File: src/sv/owtr_pkg.sv
package owtr_pkg;

  // Bus phases of one command.
  typedef enum logic [3:0] {
    PH_IDLE   = 4'd0,
    PH_CRST   = 4'd1,
    PH_CPRES  = 4'd2,
    PH_CWRITE = 4'd3,
    PH_WAIT   = 4'd4,
    PH_RRST   = 4'd5,
    PH_RPRES  = 4'd6,
    PH_RWRITE = 4'd7,
    PH_READ   = 4'd8
  } phase_t;

  // Command codes.
  localparam logic [1:0] OP_NONE     = 2'd0;
  localparam logic [1:0] OP_CONVERT  = 2'd1;
  localparam logic [1:0] OP_READ     = 2'd2;
  localparam logic [1:0] OP_CONV_RD  = 2'd3;

  // Bus command bytes.
  localparam logic [7:0] CMD_SKIP_ROM   = 8'hCC;
  localparam logic [7:0] CMD_CONVERT    = 8'h44;
  localparam logic [7:0] CMD_READ_SCRATCH = 8'hBE;

  // Register indexes.
  localparam logic [2:0] REG_RESET_LOW   = 3'd0;
  localparam logic [2:0] REG_PRES_SAMPLE = 3'd1;
  localparam logic [2:0] REG_PRES_TAIL   = 3'd2;
  localparam logic [2:0] REG_WRITE0_LOW  = 3'd3;
  localparam logic [2:0] REG_SHORT_LOW   = 3'd4;
  localparam logic [2:0] REG_SLOT_TOTAL  = 3'd5;
  localparam logic [2:0] REG_READ_SAMPLE = 3'd6;
  localparam logic [2:0] REG_CONV_WAIT   = 3'd7;

  localparam int CFG_DATA_W = 20;

  typedef struct packed {
    logic [9:0]  reset_low_us;
    logic [9:0]  presence_sample_us;
    logic [9:0]  presence_tail_us;
    logic [6:0]  write0_low_us;
    logic [6:0]  short_low_us;
    logic [6:0]  slot_total_us;
    logic [6:0]  read_sample_us;
    logic [19:0] conversion_wait_us;
  } cfg_t;

  localparam cfg_t CFG_RESET = '{
    reset_low_us:       10'd480,
    presence_sample_us: 10'd70,
    presence_tail_us:   10'd410,
    write0_low_us:      7'd60,
    short_low_us:       7'd6,
    slot_total_us:      7'd70,
    read_sample_us:     7'd15,
    conversion_wait_us: 20'd750000
  };

  typedef struct packed {
    logic signed [15:0] temperature;
    logic               error;
    logic               done_res;
    logic               busy_res;
    logic               line_low;
  } result_t;

endpackage

File: src/sv/owtr_cfg.sv
module owtr_cfg
  import owtr_pkg::*;
(
  input  logic                  clk,
  input  logic                  rst,
  input  logic                  cfg_we,
  input  logic [2:0]            cfg_index,
  input  logic [CFG_DATA_W-1:0] cfg_data,
  output cfg_t                  cfg
);

  always_ff @(posedge clk) begin
    if (rst) begin
      cfg <= CFG_RESET;
    end else if (cfg_we) begin
      unique case (cfg_index)
        REG_RESET_LOW:   cfg.reset_low_us       <= cfg_data[9:0];
        REG_PRES_SAMPLE: cfg.presence_sample_us <= cfg_data[9:0];
        REG_PRES_TAIL:   cfg.presence_tail_us   <= cfg_data[9:0];
        REG_WRITE0_LOW:  cfg.write0_low_us      <= cfg_data[6:0];
        REG_SHORT_LOW:   cfg.short_low_us       <= cfg_data[6:0];
        REG_SLOT_TOTAL:  cfg.slot_total_us      <= cfg_data[6:0];
        REG_READ_SAMPLE: cfg.read_sample_us     <= cfg_data[6:0];
        REG_CONV_WAIT:   cfg.conversion_wait_us <= cfg_data[19:0];
        default: ;
      endcase
    end
  end

endmodule

File: src/sv/owtr_core.sv
module owtr_core
  import owtr_pkg::*;
#(
  parameter int TIMER_BITS = 20
) (
  input  logic       clk,
  input  logic       rst,
  input  cfg_t       cfg,
  input  logic       step,
  input  logic [1:0] operation,
  input  logic       line_in,
  output result_t    res
);

  localparam int TB1 = TIMER_BITS + 1;
  localparam int CW  = (TIMER_BITS > 20) ? TIMER_BITS : 20;
  localparam int CW1 = CW + 1;

  phase_t                  phase, phase_next;
  logic [TIMER_BITS-1:0]   tick_count, tick_count_next;
  logic [2:0]              bit_index, bit_index_next;
  logic                    byte_index, byte_index_next;
  logic [7:0]              shift_byte, shift_byte_next;
  logic [7:0]              low_byte, low_byte_next;
  logic                    presence_seen, presence_seen_next;
  logic                    error_flag, error_flag_next;
  logic signed [15:0]      last_temperature, last_temperature_next;
  logic                    chain_read, chain_read_next;

  logic                    start, conv, drive, done;
  logic [TIMER_BITS-1:0]   tick_adv;
  logic [TB1-1:0]          tick_inc;
  logic [9:0]              reset_len, tail_len;
  logic [10:0]             pres_end;
  logic [6:0]              slot, low_time, sample_at;
  logic [CW-1:0]           wait_lim, cw_ext, tmask_ext;

  always_comb begin
    reset_len = (cfg.reset_low_us == '0) ? 10'd1 : cfg.reset_low_us;
    tail_len  = (cfg.presence_tail_us == '0) ? 10'd1 : cfg.presence_tail_us;
    slot      = (cfg.slot_total_us == '0) ? 7'd1 : cfg.slot_total_us;
    pres_end  = {1'b0, cfg.presence_sample_us} + {1'b0, tail_len};
    sample_at = (cfg.read_sample_us < slot) ? cfg.read_sample_us : slot - 7'd1;
    cw_ext    = CW'(cfg.conversion_wait_us);
    tmask_ext = CW'({TIMER_BITS{1'b1}});
    wait_lim  = (cw_ext < tmask_ext) ? cw_ext : tmask_ext;
  end

  always_comb begin
    phase_next            = phase;
    tick_count_next       = tick_count;
    bit_index_next        = bit_index;
    byte_index_next       = byte_index;
    shift_byte_next       = shift_byte;
    low_byte_next         = low_byte;
    presence_seen_next    = presence_seen;
    error_flag_next       = error_flag;
    last_temperature_next = last_temperature;
    chain_read_next       = chain_read;
    drive                 = 1'b0;
    done                  = 1'b0;
    low_time              = '0;
    conv = (phase == PH_IDLE) || (phase == PH_CRST) || (phase == PH_CPRES) ||
           (phase == PH_CWRITE) || (phase == PH_WAIT);

    // A command taken while idle starts its reset pulse on the same tick.
    start = (phase == PH_IDLE) && (operation != OP_NONE);
    if (start) begin
      chain_read_next    = (operation == OP_CONV_RD);
      phase_next         = (operation == OP_READ) ? PH_RRST : PH_CRST;
      tick_count_next    = '0;
      bit_index_next     = '0;
      byte_index_next    = 1'b0;
      presence_seen_next = 1'b0;
      conv               = (operation != OP_READ);
    end

    tick_inc = TB1'(tick_count_next) + TB1'(1);
    tick_adv = (tick_count_next == {TIMER_BITS{1'b1}}) ? tick_count_next
                                                       : tick_inc[TIMER_BITS-1:0];

    case (phase_next)
      PH_IDLE: ;
      PH_CRST, PH_RRST: begin
        drive = 1'b1;
        if (tick_inc >= TB1'(reset_len)) begin
          phase_next         = (phase_next == PH_CRST) ? PH_CPRES : PH_RPRES;
          tick_count_next    = '0;
          presence_seen_next = 1'b0;
        end else begin
          tick_count_next = tick_adv;
        end
      end
      PH_CPRES, PH_RPRES: begin
        if (tick_count_next == TIMER_BITS'(cfg.presence_sample_us)) begin
          presence_seen_next = ~line_in;
        end
        if (tick_inc >= TB1'(pres_end)) begin
          if (!presence_seen_next) begin
            error_flag_next = 1'b1;
            phase_next      = PH_IDLE;
            chain_read_next = 1'b0;
            done            = 1'b1;
          end else begin
            if (conv) begin
              error_flag_next = 1'b0;
            end
            phase_next      = (phase_next == PH_CPRES) ? PH_CWRITE : PH_RWRITE;
            tick_count_next = '0;
            bit_index_next  = '0;
            byte_index_next = 1'b0;
            shift_byte_next = CMD_SKIP_ROM;
          end
        end else begin
          tick_count_next = tick_adv;
        end
      end
      PH_CWRITE, PH_RWRITE: begin
        low_time = shift_byte_next[0] ? cfg.short_low_us : cfg.write0_low_us;
        drive    = (tick_count_next < TIMER_BITS'(low_time));
        if (tick_inc >= TB1'(slot)) begin
          tick_count_next = '0;
          shift_byte_next = {1'b0, shift_byte_next[7:1]};
          if (bit_index_next != 3'd7) begin
            bit_index_next = bit_index_next + 3'd1;
          end else begin
            bit_index_next = '0;
            if (!byte_index_next) begin
              byte_index_next = 1'b1;
              shift_byte_next = conv ? CMD_CONVERT : CMD_READ_SCRATCH;
            end else if (!conv) begin
              phase_next      = PH_READ;
              byte_index_next = 1'b0;
              shift_byte_next = '0;
            end else if (chain_read_next) begin
              phase_next = (cfg.conversion_wait_us == '0) ? PH_RRST : PH_WAIT;
            end else begin
              phase_next = PH_IDLE;
              done       = 1'b1;
            end
          end
        end else begin
          tick_count_next = tick_adv;
        end
      end
      PH_WAIT: begin
        if (CW1'(tick_inc) >= CW1'(wait_lim)) begin
          phase_next      = PH_RRST;
          tick_count_next = '0;
        end else begin
          tick_count_next = tick_adv;
        end
      end
      PH_READ: begin
        drive = (tick_count_next < TIMER_BITS'(cfg.short_low_us));
        if (tick_count_next == TIMER_BITS'(sample_at)) begin
          shift_byte_next = {line_in, shift_byte_next[7:1]};
        end
        if (tick_inc >= TB1'(slot)) begin
          tick_count_next = '0;
          if (bit_index_next != 3'd7) begin
            bit_index_next = bit_index_next + 3'd1;
          end else begin
            bit_index_next = '0;
            if (!byte_index_next) begin
              low_byte_next   = shift_byte_next;
              byte_index_next = 1'b1;
              shift_byte_next = '0;
            end else begin
              last_temperature_next = {shift_byte_next, low_byte_next};
              phase_next            = PH_IDLE;
              chain_read_next       = 1'b0;
              done                  = 1'b1;
            end
          end
        end else begin
          tick_count_next = tick_adv;
        end
      end
      default: begin
        phase_next      = PH_IDLE;
        chain_read_next = 1'b0;
      end
    endcase

    res.line_low    = drive;
    res.busy_res    = (phase_next != PH_IDLE);
    res.done_res    = done;
    res.error       = error_flag_next;
    res.temperature = last_temperature_next;
  end

  always_ff @(posedge clk) begin
    if (rst) begin
      phase            <= PH_IDLE;
      tick_count       <= '0;
      bit_index        <= '0;
      byte_index       <= 1'b0;
      shift_byte       <= '0;
      low_byte         <= '0;
      presence_seen    <= 1'b0;
      error_flag       <= 1'b0;
      last_temperature <= '0;
      chain_read       <= 1'b0;
    end else if (step) begin
      phase            <= phase_next;
      tick_count       <= tick_count_next;
      bit_index        <= bit_index_next;
      byte_index       <= byte_index_next;
      shift_byte       <= shift_byte_next;
      low_byte         <= low_byte_next;
      presence_seen    <= presence_seen_next;
      error_flag       <= error_flag_next;
      last_temperature <= last_temperature_next;
      chain_read       <= chain_read_next;
    end
  end

endmodule

File: src/sv/onewire_temp_sensor_reader_unit.sv
// One-wire bus master for a single temperature sensor. Every input request
// is one microsecond tick carrying the sampled line level and, while idle, a
// command (convert, read, or convert then wait then read); every request
// yields exactly one result with the line drive for that tick, busy, a done
// pulse, the sticky no-presence error and the last raw temperature in signed
// sixteenths of a degree. One request is taken every clock cycle unless the
// output is stalled: the whole tick update is a single pass through the bus
// state logic, and the result appears in the output register on the cycle
// after acceptance, so without back-pressure the sustained rate is one tick per cycle. Timing
// registers may be rewritten between commands through the write port.
module onewire_temp_sensor_reader_unit
  import owtr_pkg::*;
#(
  parameter int TIMER_BITS = 20
) (
  input  logic                  clk,
  input  logic                  rst,
  input  logic                  s_tvalid,
  output logic                  s_tready,
  input  logic [7:0]            s_tdata,   // operation[1:0], line_in[2], zero pad
  output logic                  m_tvalid,
  input  logic                  m_tready,
  output logic [23:0]           m_tdata,   // line_low[0], busy_res[1], done_res[2],
                                           // error[3], temperature[19:4], zero pad
  input  logic                  cfg_we,
  input  logic [2:0]            cfg_index,
  input  logic [CFG_DATA_W-1:0] cfg_data
);

  cfg_t    cfg;
  result_t res, res_q;
  logic    step;

  assign s_tready = !m_tvalid || m_tready;
  assign step     = s_tvalid && s_tready;

  owtr_cfg u_cfg (
    .clk       (clk),
    .rst       (rst),
    .cfg_we    (cfg_we),
    .cfg_index (cfg_index),
    .cfg_data  (cfg_data),
    .cfg       (cfg)
  );

  owtr_core #(
    .TIMER_BITS (TIMER_BITS)
  ) u_core (
    .clk       (clk),
    .rst       (rst),
    .cfg       (cfg),
    .step      (step),
    .operation (s_tdata[1:0]),
    .line_in   (s_tdata[2]),
    .res       (res)
  );

  always_ff @(posedge clk) begin
    if (rst) begin
      m_tvalid <= 1'b0;
    end else if (step) begin
      m_tvalid <= 1'b1;
    end else if (m_tready) begin
      m_tvalid <= 1'b0;
    end
  end

  always_ff @(posedge clk) begin
    if (step) begin
      res_q <= res;
    end
  end

  assign m_tdata = {4'd0, res_q};

endmodule
File: config.mk
export PLATFORM = sky130hd
export DESIGN_NAME = onewire_temp_sensor_reader_unit
export DESIGN_NICKNAME = d
export VERILOG_FILES = /design/src/sv/owtr_pkg.sv /design/src/sv/owtr_cfg.sv /design/src/sv/owtr_core.sv /design/src/sv/onewire_temp_sensor_reader_unit.sv
export SDC_FILE = /design/constraint.sdc
export NUM_CORES = 1
export LEC_CHECK = 0
export BUFFER_PORTS_ARGS = -buffer_cell sky130_fd_sc_hd__buf_4
export CAP_MARGIN = 0
export CELL_PAD_IN_SITES_DETAIL_PLACEMENT = 1
export CELL_PAD_IN_SITES_GLOBAL_PLACEMENT = 1
export CORE_ASPECT_RATIO = 0.75
export CORE_MARGIN = 5
export CORE_UTILIZATION = 51
export CTS_CLUSTER_SIZE = 30
export DETAILED_ROUTE_END_ITERATION = 10
export GPL_ROUTABILITY_DRIVEN = 0
export PLACE_DENSITY = 0.92
export REMOVE_ABC_BUFFERS = 1
export SLEW_MARGIN = 20
export SYNTH_ARGS = -nofsm -noshare
export SYNTH_HDL_FRONTEND = slang
export SYNTH_HIERARCHICAL = 1
export SYNTH_SLANG_ARGS = --single-unit
File: constraint.sdc
create_clock -name clk -period 9.55 [get_ports clk]
set_clock_uncertainty 0.05 [all_clocks]
set_input_delay 1.91 -clock clk [delete_from_list [all_inputs] [get_ports clk]]
set_output_delay 1.91 -clock clk [all_outputs]
set_load 0.02 [all_outputs]
==> impl_results.md, run 1 <==
- First-iteration detailed-routing DRC count: 1,440
- Ys flop type: dfxtp_1
- Antenna diode count: 0
- Die area: 24,200 um2
- H-tree Lvls: 4
- Final Net Count: 1,375
- Hold_sp: u_core/last_temperature[6]
- F_max: 137.1 MHz
- CTS tree: yes
- Worst setup margin: 2.257 ns
- Clk slew on worst S/H paths: 0.07 ns
- Setup TNS: 0 ns
- Root buf cell: clkbuf_16
- Crit path max fanout: 22
- Worst path max stage delay: 0.77 ns
- Warnings from Yosys: 6
- Cell Rows: 46
- Worst path most repeated cell: nor2_1
- Global-route wire length before repair: 56,690 um
- Fin. Hold Viols: 0
- Slew @ Worst Pin: 1.129 ns
- Area Overhead vs Synth: 9.949%
- Clock power frac: 0.450
- Number of buffers inserted by hold repair at cts: 0
- Routed WL: 36,000 um
- Routed len/inst: 23.09 um
- Initial antenna violation count: 0
- Tcrit/Tclk final: 0.7636
- Dpl ws: 1.984 ns
- Design Power: 0.001760 W
- Worst Hold End: u_core/last_temperature[6]
- Crit path cell chain: buf_4, o21bai_1, o21ai_0, buf_4, inv_1, ha_1, nand3_1, or2_2, xor2_1, nor2_1, ha_1, o2111ai_1, nor2_1, nor3_2, a311oi_4, and2_1, nor2_1, a211oi_1
- Worst hold path type: reg2reg
- Combinational power share: 0.137
- Worst path bufs/invs: 3
- Async S/R FF share, synth: 0
- Die Wd: 178.0 um
- Grt total ovfl: 0
- PD cells: 148.3 nW/um2
- Register bit total from synthesis: 162
- Sequential share of power: 0.413
- Worst R2R Start: u_core/phase[3]
- Mapped Area: 10,790 um2
- Hpwl dp: 24,930 um
- Max-cap violations: 0
- Top Family by Delay on Critical Path: simple AND/OR/NAND/NOR gates
- Fill count: 2,486
- Core footprint: 21,010 um2
- Util after Layout: 0.5647
- Post-synth EDFFs: 20
- Sw Share: 0.2884
- Post-route DRC: 0
- I/O pin cnt: 62
- Syn Inst Count: 1,268
- Worst reg2reg endpoint: u_core/last_temperature[9]
- Final Max Slew Viols: 0
- Largest net degree at the start of global routing: 75
- Final min period: 7.293 ns
- Clk_lat worst skew: 0.45 ns
- Outcome: complete, no violations
- Vias per cell: 6.429
- Layout cell share with drive strength beyond 1: 0.1094
- Post-CTS setup buffers: 0
- Post-CTS sizing: 0
- Pleak: 5.167 nW
- Peak supply drop: 150.9 uV
- Vias in the first global route: 10,320
- Setup CP Type: in2reg
- CP max-delay cell: and2_1
- Chip height: 136.0 um
- CTS sink cnt: 162
- CTS buffer count: 17
- Flop-to-flop setup slack: 3.21 ns
- Pint: 0.001252 W
- Req. time, crit path: 9.84 ns
- DRT Pass-1 Iters: 5
- Cell variety after synth: 82
- Initial Util: 0.5136
- Clk buf depth: 2
- GRT Util Overall: 0.2950
- Setup-failing EPs final: 0
- Syn Area/Cell: 8.510 um2
- # port buffers: 52
- Register area share after synthesis: 0.3191
- Reg2Reg Depth: 17
- Critical Path AT: 7.59 ns
- Routed via count: 10,020
- Post-route ant nets: 0
- Worst slew margin: 0.2446
- Hold path depth: 2
- Crit path launch type: input pin
- Net Switching: 0.0005074 W
- RSZ-0062 raised after global routing: false
- Endpoint class of the critical path: flop
-- power by group through the flow --
stage | Clock [W] | Combinational (W) | Sequential, W
after floorplan | 0 | 0.000131 | 0.000742
after global placement | 0 | 0.000217 | 0.000740
after detailed placement | 0 | 0.000227 | 0.000742
after CTS | 0.000800 | 0.000233 | 0.000726
after global routing | 0.000832 | 0.000254 | 0.000729
final | 0.000792 | 0.000241 | 0.000727
-- state kept, by name, summed over array words and instances, names as in the netlist --
signal                   flops
m_tdata                     20
u_core/shift_byte            8
u_core/last_temperature     16
u_core/low_byte              8
u_core/byte_index            1
u_core/chain_read            1
u_core/presence_seen         1
u_core/bit_index             3
u_core/tick_count           20
m_tvalid                     1
u_core/phase                 4
u_cfg/cfg                   78
u_core/error_flag            1
-- layout make-up --
cell class              count  area [um2]  share of cell area
clock buffers              18       450.4             0.03797
clock inverters            14       214.0             0.01803
inverters                  74       277.8             0.02341
multi-input cells         941        6653              0.5607
flip-flops and latches    162        3443              0.2902
well taps                 288       360.3             0.03037
repair buffers             62       465.4             0.03923
-- kinds of logic after synthesis --
| group | count (synthesis) | synth area share |
|---|---|---|
| and+or+nand+nor | 430 | 0.2092 |
| DFF | 162 | 0.3191 |
| muxes | 108 | 0.1019 |
| other | 1 | 0.0003475 |
| buffers and inverters | 168 | 0.06668 |
| adders and majority gates | 81 | 0.09462 |
| AOI/OAI and AO/OA | 287 | 0.1830 |
| xor gates and xnor gates | 31 | 0.02516 |
-- worst max path at each step --
stage / from / to / slack [ns] / cells after the start
final: s_tdata[0] / u_core/last_temperature[9] / 2.26 / 18
after global routing: s_tdata[0] / u_core/last_temperature[9] / 2.13 / 18
after CTS: s_tdata[0] / u_core/last_temperature[9] / 2.45 / 17
after detailed placement: s_tdata[0] / u_core/last_temperature[13] / 1.98 / 18
after global placement: s_tdata[0] / u_core/tick_count[16] / 2.26 / 20
after floorplan: s_tdata[0] / u_core/last_temperature[10] / 3.15 / 16
-- worst reg2reg max path, cell delays in order, from the launching register on --
cell and delay, ns:
dfxtp_1 0.69, o21bai_1 0.32, o21ai_0 0.15, buf_4 0.20
inv_1 0.24, ha_1 0.37, nand3_1 0.37, or2_2 0.48
xor2_1 0.17, nor2_1 0.51, ha_1 0.27, o2111ai_1 0.11
nor2_1 0.31, nor3_2 0.17, a311oi_4 0.66, and2_1 0.78
nor2_1 0.11, a211oi_1 0.30
-- metrics by stage --
step                cell area [um2]  cells  hold slack, ns
finish                        11860   1559          0.4071
global route                  11860   1559          0.4376
CTS                           11860   1559          0.4072
detailed placement            11190   1527          0.3984
global placement              11190   1527          0.3903
floorplan                     10360   1177          0.3778
-- cells in the final DEF, fill, tap and decap left out, drive strengths merged, types with 5 or more instances in the layout --
cell / n
a2111oi: 7
a211oi: 31
a21boi: 5
a21o: 11
a21oi: 79
a311oi: 7
a31oi: 15
and2: 11
and3: 14
buf: 62
clkbuf: 18
dfxtp: 142
edfxtp: 20
ha: 80
inv: 79
mux2: 15
mux2i: 93
nand2: 69
nand2b: 68
nand3: 31
nand4: 16
nor2: 137
nor2b: 7
nor3: 16
nor4: 24
nor4bb: 5
o2111ai: 9
o211ai: 12
o21a: 5
o21ai: 50
o2bb2ai: 12
o31ai: 6
or2: 5
or4: 7
xnor2: 21
xor2: 10
-- cells in the mapped netlist (all sizes together), types with 12 or more instances --
master | instances | area [um2]
dfxtp | 142 | 2843
nor2 | 137 | 516.8
mux2i | 93 | 930.9
ha | 80 | 1001
a21oi | 79 | 406.6
inv | 74 | 277.8
nand2 | 69 | 259.0
nand2b | 68 | 432.9
clkbuf | 58 | 217.7
o21ai | 50 | 250.2
buf | 36 | 224.0
a211oi | 31 | 232.7
nand3 | 31 | 160.1
nor4 | 24 | 180.2
xnor2 | 21 | 183.9
edfxtp | 20 | 600.6
nand4 | 16 | 100.1
nor3 | 16 | 90.09
a31oi | 15 | 100.1
mux2 | 15 | 168.9
and3 | 14 | 87.58
o211ai | 12 | 90.09
o2bb2ai | 12 | 105.1
-- layer usage --
layer | wire, um | vias to the layer above | global-route usage
li1 | - | 4526 | -
met1 | 15470 | 4939 | 0.3931
met2 | 16670 | 457 | 0.4790
met3 | 2708 | 101 | 0.05699
met4 | 1146 | 0 | 0.1043
met5 | 0 | - | 0
(Power assumes the default switching activity.)
==> inputs of run 2 (changes only) <==
--- a/config.mk
+++ b/config.mk
@@ -11,11 +11,11 @@
 export CELL_PAD_IN_SITES_GLOBAL_PLACEMENT = 1
 export CORE_ASPECT_RATIO = 0.75
 export CORE_MARGIN = 5
-export CORE_UTILIZATION = 51
+export CORE_UTILIZATION = 48
 export CTS_CLUSTER_SIZE = 30
 export DETAILED_ROUTE_END_ITERATION = 10
 export GPL_ROUTABILITY_DRIVEN = 0
-export PLACE_DENSITY = 0.92
+export PLACE_DENSITY = 0.88
 export REMOVE_ABC_BUFFERS = 1
 export SLEW_MARGIN = 20
 export SYNTH_ARGS = -nofsm -noshare
==> constraint.sdc (replaced) <==
create_clock -name clk -period 7.21 [get_ports clk]
set_clock_uncertainty 0.05 [all_clocks]
set_input_delay 1.442 -clock clk [delete_from_list [all_inputs] [get_ports clk]]
set_output_delay 1.442 -clock clk [all_outputs]
set_load 0.02 [all_outputs]
==> impl_results.md, run 2 (synthesis gave the netlist of run 1 again) <==
- Final min period: 5.960 ns
- Outcome: complete, no violations
- First-iteration detailed-routing DRC count: 869 (-40%)
- Tcrit/Tclk final: 0.8267
- Setup-failing EPs final: 0 (unchanged)
- Number of buffers inserted by hold repair at cts: 0 (unchanged)
- Worst setup margin: 1.250 ns (-1.008 ns)
- Clock power frac: 0.426 (-0.024)
- Worst reg2reg endpoint: m_tdata[1]
- Worst slew margin: 0.3548 (+0.1102)
- Initial antenna violation count: 0 (unchanged)
- Post-CTS setup buffers: 0 (unchanged)
- Slew @ Worst Pin: 0.9620 ns (-0.1669 ns)
- PD cells: 187.5 nW/um2 (+26%)
- DRT Pass-1 Iters: 6 (+1)
- Critical Path AT: 6.05 ns (-1.54 ns)
- RSZ-0062 raised after global routing: false
- Routed len/inst: 21.18 um (-8.3%)
- I/O pin cnt: 62 (unchanged)
- Cell Rows: 47 (+2.2%)
- Post-CTS sizing: 0 (unchanged)
- Most flops, register: u_cfg/cfg
- Root buf cell: clkbuf_16
- Hpwl dp: 24,200 um (-3.0%)
- Worst R2R Start: u_core/phase[0]
- CTS buffer count: 17 (unchanged)
- Commonest non-fill, non-tap cell in the layout: dfxtp_1
- Clk buf depth: 2 (unchanged)
- Chip height: 139.8 um (+2.8%)
- CP max-delay cell: a31oi_1
- Pint: 0.001579 W (+26%)
- Die Wd: 183.1 um (+2.9%)
- Antenna diode count: 0 (unchanged)
- Final Net Count: 1,381 (+0.44%)
- Hold_sp: u_core/last_temperature[3]
- Net Switching: 0.0006442 W (+27%)
- Die area: 25,610 um2 (+5.8%)
- F_max: 167.8 MHz
- Clk slew on worst S/H paths: 0.07 ns (about the same)
- Most frequent cells in the layout: dfxtp_1, nor2_1, mux2i_1
- Layout cell share with drive strength beyond 1: 0.1135 (+0.004185)
- Worst hold path type: reg2reg
- Design Power: 0.002223 W (+26%)
- Global-route wire length before repair: 53,940 um (-4.8%)
- Worst path most repeated cell: buf_4
- Initial Util: 0.4880 (-0.02564)
- Vias in the first global route: 9,941 (-3.7%)
- Pleak: 5.168 nW (about the same)
- Sw Share: 0.2898 (+0.001378)
- Sequential share of power: 0.433 (+0.020)
- Grt total ovfl: 0 (unchanged)
- Max-cap violations: 0 (unchanged)
- Worst path max stage delay: 0.49 ns (-0.28 ns)
- Core footprint: 22,110 um2 (+5.3%)
- Setup CP Type: in2reg
- Fin. Hold Viols: 0 (unchanged)
- Clk_lat worst skew: 0.44 ns (about the same)
- Area Overhead vs Synth: 9.880% (about the same)
- Post-route ant nets: 0 (unchanged)
- Dpl ws: 1.004 ns (-0.9803 ns)
- Flop-to-flop setup slack: 1.66 ns (-1.55 ns)
- Routed WL: 33,280 um (-7.6%)
- Req. time, crit path: 7.30 ns (-2.54 ns)
- Final Max Slew Viols: 0 (unchanged)
- Top Family by Delay on Critical Path: compound AO/OA/AOI/OAI gates
- Reg2Reg Depth: 16 (-1)
- Peak supply drop: 140.7 uV (-6.7%)
- Routed via count: 9,653 (-3.7%)
- Crit path cell chain: buf_4, o21bai_1, o21ai_0, inv_1, ha_1, nand3_1, buf_4, or2_2, xor2_1, nor2_1, buf_4, ha_1, o2111ai_1, nor2_1, nor3_2, a31oi_1, o21ai_1, a2111oi_2, o2111ai_1
- Hold path depth: 2 (unchanged)
- GRT Util Overall: 0.2592 (-0.03582)
- Max reg flops: 78 (unchanged)
- H-tree Lvls: 4 (unchanged)
- Crit path max fanout: 9 (-59%)
- Setup TNS: 0 ns (unchanged)
- Post-route DRC: 0 (unchanged)
- Finished Layout Cells: 1,571 (+0.77%)
- Vias per cell: 6.144 (-4.4%)
- Largest net degree at the start of global routing: 90 (+20%)
- Combinational power share: 0.141 (+0.004)
- Endpoint class of the critical path: flop
- Crit path launch type: input pin
- Placed cells: 1,539 (+0.79%)
- CTS sink cnt: 162 (unchanged)
- CTS tree: yes
- Worst Hold End: u_core/last_temperature[3]
- # port buffers: 52 (unchanged)
- Hold WS: 0.4089 ns (+0.001791 ns)
- Worst path bufs/invs: 4 (+1)
==> run 2: cell count changes in the layout (fill, tap and decap cells not counted), sizes merged <==
cell / change
bufinv: -2
inv: +1
clkinvlp: +1
buf: +6
==> run 2: power by group through the flow <==
stage / registers, W / logic [W] / clock network [W]
after floorplan: 0.000983 / 0.000174 / 0
after global placement: 0.000980 / 0.000290 / 0
after detailed placement: 0.000982 / 0.000302 / 0
after CTS: 0.000962 / 0.000306 / 0.000964
after global routing: 0.000965 / 0.000337 / 0.00101
final: 0.000963 / 0.000313 / 0.000948
==> run 2: per-layer routing <==
metal,share of wire,vias up,GRT usage
met3,0.060,50,0.04905
met1,0.47,4734,0.3689
met5,0,-,0
met4,0.017,0,0.06426
li1,-,4566,-
met2,0.46,303,0.4063
==> run 2: layout make-up <==
cell class	count	area [um2]
sequential	162	3443
inverter	74	277.8
clock buffer	18	439.2
fill	2638	10250
multi-input combinational	941	6650
timing repair buffer	68	510.5
clock inverter	14	167.7
tap	294	367.9
==> run 2: through the flow <==
step	utilization	area (um2)
floorplan	-	10360
global placement	0.5085	11240
detailed placement	0.5085	11240
CTS	0.5360	11850
global route	0.5362	11860
finish	0.5362	11860
==> run 2: worst max path at each step <==
stage                                              to  startpoint  slack, ns  cells after the start
final                                      m_tdata[1]  s_tdata[0]       1.25                     19
after global routing                       m_tdata[1]  s_tdata[0]       1.08                     19
after CTS                       u_core/tick_count[13]  s_tdata[0]       1.43                     20
after detailed placement                   m_tdata[1]  s_tdata[0]       1.00                     19
after global placement                     m_tdata[1]  s_tdata[0]       1.15                     19
after floorplan           u_core/last_temperature[10]  s_tdata[0]       1.28                     16
==> run 2: worst min-delay path, cell delays in order, from the launching register on <==
cell and delay [ns]:
dfxtp_1 0.31, nand2_1 0.05, a21oi_1 0.05
==> inputs of run 3 (changes only) <==
==> constraint.sdc (replaced) <==
create_clock -name clk -period 5.7 [get_ports clk]
set_clock_uncertainty 0.05 [all_clocks]
set_input_delay 1.14 -clock clk [delete_from_list [all_inputs] [get_ports clk]]
set_output_delay 1.14 -clock clk [all_outputs]
set_load 0.02 [all_outputs]
==> impl_results.md, run 3 (synthesis gave the netlist of run 1 again) <==
- # port buffers: 52 (unchanged)
- First-iteration detailed-routing DRC count: 917 (+5.5%)
- Combinational power share: 0.142 (about the same)
- CTS sink cnt: 162 (unchanged)
- Peak supply drop: 228.4 uV (+62%)
- Fin. Hold Viols: 0 (unchanged)
- Most frequent cells in the layout: dfxtp_1, nor2_1, mux2i_1
- Initial antenna violation count: 0 (unchanged)
- Clk_lat worst skew: 0.44 ns (about the same)
- Routed via count: 9,757 (+1.1%)
- Sw Share: 0.2932 (+0.003423)
- Final Max Slew Viols: 0 (unchanged)
- CTS tree: yes
- Chip height: 139.8 um (unchanged)
- Post-route DRC: 0 (unchanged)
- Most flops, register: u_cfg/cfg
- Max-cap violations: 0 (unchanged)
- Cell Rows: 47 (unchanged)
- Largest net degree at the start of global routing: 66 (-27%)
- Pleak: 5.193 nW (+0.47%)
- Slew @ Worst Pin: 1.033 ns (+0.07147 ns)
- Hpwl dp: 24,580 um (+1.6%)
- Tcrit/Tclk final: 0.9750
- Final Net Count: 1,386 (+0.36%)
- Post-route ant nets: 0 (unchanged)
- F_max: 179.9 MHz
- Grt total ovfl: 0 (unchanged)
- Initial Util: 0.4880 (unchanged)
- Net Switching: 0.0008247 W (+28%)
- RSZ-0062 raised after global routing: false
- Outcome: complete, no violations
- Number of buffers inserted by hold repair at cts: 0 (unchanged)
- Area Overhead vs Synth: 10.17%
- Worst hold path type: reg2reg
- Worst reg2reg endpoint: u_core/low_byte[6]
- Setup CP Type: in2reg
- DRT Pass-1 Iters: 5 (-1)
- GRT Util Overall: 0.2663 (+0.007120)
- Hold WS: 0.4103 ns (+0.001396 ns)
- PD cells: 236.6 nW/um2 (+26%)
- Worst R2R Start: u_core/phase[3]
- Vias in the first global route: 10,070 (+1.3%)
- Crit path launch type: input pin
- Commonest non-fill, non-tap cell in the layout: dfxtp_1
- H-tree Lvls: 4 (unchanged)
- Pint: 0.001988 W (+26%)
- Hold_sp: u_core/last_temperature[0]
- Clk slew on worst S/H paths: 0.07 ns (about the same)
- Final min period: 5.558 ns
- Layout cell share with drive strength beyond 1: 0.1170 (+0.003457)
- Sequential share of power: 0.433 (about the same)
- Global-route wire length before repair: 54,840 um (+1.7%)
- Endpoint class of the critical path: flop
- Flop-to-flop setup slack: 0.28 ns (-1.38 ns)
- Root buf cell: clkbuf_16
- Setup TNS: 0 ns (unchanged)
- CTS buffer count: 17 (unchanged)
- Clk buf depth: 2 (unchanged)
- Antenna diode count: 0 (unchanged)
- Core footprint: 22,110 um2 (unchanged)
- Max reg flops: 78 (unchanged)
- Design area: 11,890 um2 (+0.26%)
- Crit path max fanout: 14 (+5)
- I/O pin cnt: 62 (unchanged)
- Req. time, crit path: 5.96 ns (-1.34 ns)
- Placed cell areas: 11,280 um2 (+0.33%)
- Worst slew margin: 0.3085 (-0.04633)
- Reg2Reg Depth: 17 (+1)
- Vias per cell: 6.191 (+0.76%)
- Hold path depth: 2 (unchanged)
- Setup-failing EPs final: 0 (unchanged)
- Worst Hold End: u_core/last_temperature[0]
- Clock power frac: 0.424 (-0.002)
- Critical Path AT: 5.82 ns (-0.23 ns)
- Die area: 25,610 um2 (unchanged)
- Routed WL: 34,300 um (+3.1%)
- Die Wd: 183.1 um (unchanged)
- Routed len/inst: 21.76 um (+2.8%)
[run 3: metal layers]
metal | GRT usage | up-vias | wire, um
met5 | 0 | - | 0
met4 | 0.07641 | 0 | 794
met3 | 0.04253 | 68 | 1854
met2 | 0.4239 | 305 | 15640
met1 | 0.3743 | 4817 | 16010
li1 | - | 4567 | -
[run 3: how the worst max path moves through the flow]
stage	from	end	depth (start not counted)
2_1_floorplan	s_tdata[0]	u_core/last_temperature[10]	16
3_3_place_gp	s_tdata[0]	m_tdata[1]	18
3_5_place_dp	s_tdata[0]	m_tdata[1]	18
4_1_cts	u_cfg/cfg[55]	u_core/tick_count[15]	23
5_1_grt	s_tdata[0]	u_core/low_byte[6]	18
6_report	s_tdata[0]	u_core/low_byte[6]	18
[run 3: area by class of cell]
cell class                      count  area, um2
Tap cell                          294      367.9
Inverter                           74      277.8
Clock inverter                     15      171.4
Sequential cell                   162       3443
Fill cell                        2608      10220
Timing Repair Buffer               73      548.0
Multi-Input combinational cell    941       6654
Clock buffer                       17      425.4
[run 3: timing repair]
item | 4_1_cts | 5_1_grt
resized for setup | 0 | 1
setup endpoints to repair | 0 | 1
setup buffers | 0 | 0
[run 3: power groups by stage]
stage | sequential [W] | combinational (W) | clock [W]
final | 0.00122 | 0.000400 | 0.00119
after global routing | 0.00122 | 0.000429 | 0.00126
after CTS | 0.00122 | 0.000391 | 0.00122
after detailed placement | 0.00124 | 0.000385 | 0
after global placement | 0.00124 | 0.000372 | 0
after floorplan | 0.00124 | 0.000219 | 0
[run 3: critical path, cell delays in order]
cell and delay [ns]:
buf_4 0.14, o21ba_2 0.28, nand2_1 0.11, nand2_1 0.10, inv_1 0.20, ha_1 0.21, nand3_1 0.10, or2_2 0.37
xor2_1 0.16, nor2_1 0.47, ha_1 0.35, a21o_1 0.19, or3b_1 0.42, nor3_2 0.41, nand3_2 0.31, and3_1 0.49
mux2i_1 0.30, nor2_1 0.06
[run 3: through the flow]
| stage | setup WS, ns | util | power [W] | std cells |
|---|---|---|---|---|
| 2_1_floorplan | 0.06972 | - | 0.001463 | 1177 |
| 3_3_place_gp | 0.03522 | 0.5102 | 0.001612 | 1544 |
| 3_5_place_dp | -0.08753 | 0.5102 | 0.001629 | 1544 |
| 4_1_cts | 0.2020 | 0.5372 | 0.002825 | 1576 |
| 5_1_grt | 0.03500 | 0.5376 | 0.002916 | 1576 |
| 6_report | 0.1423 | 0.5376 | 0.002813 | 1576 |
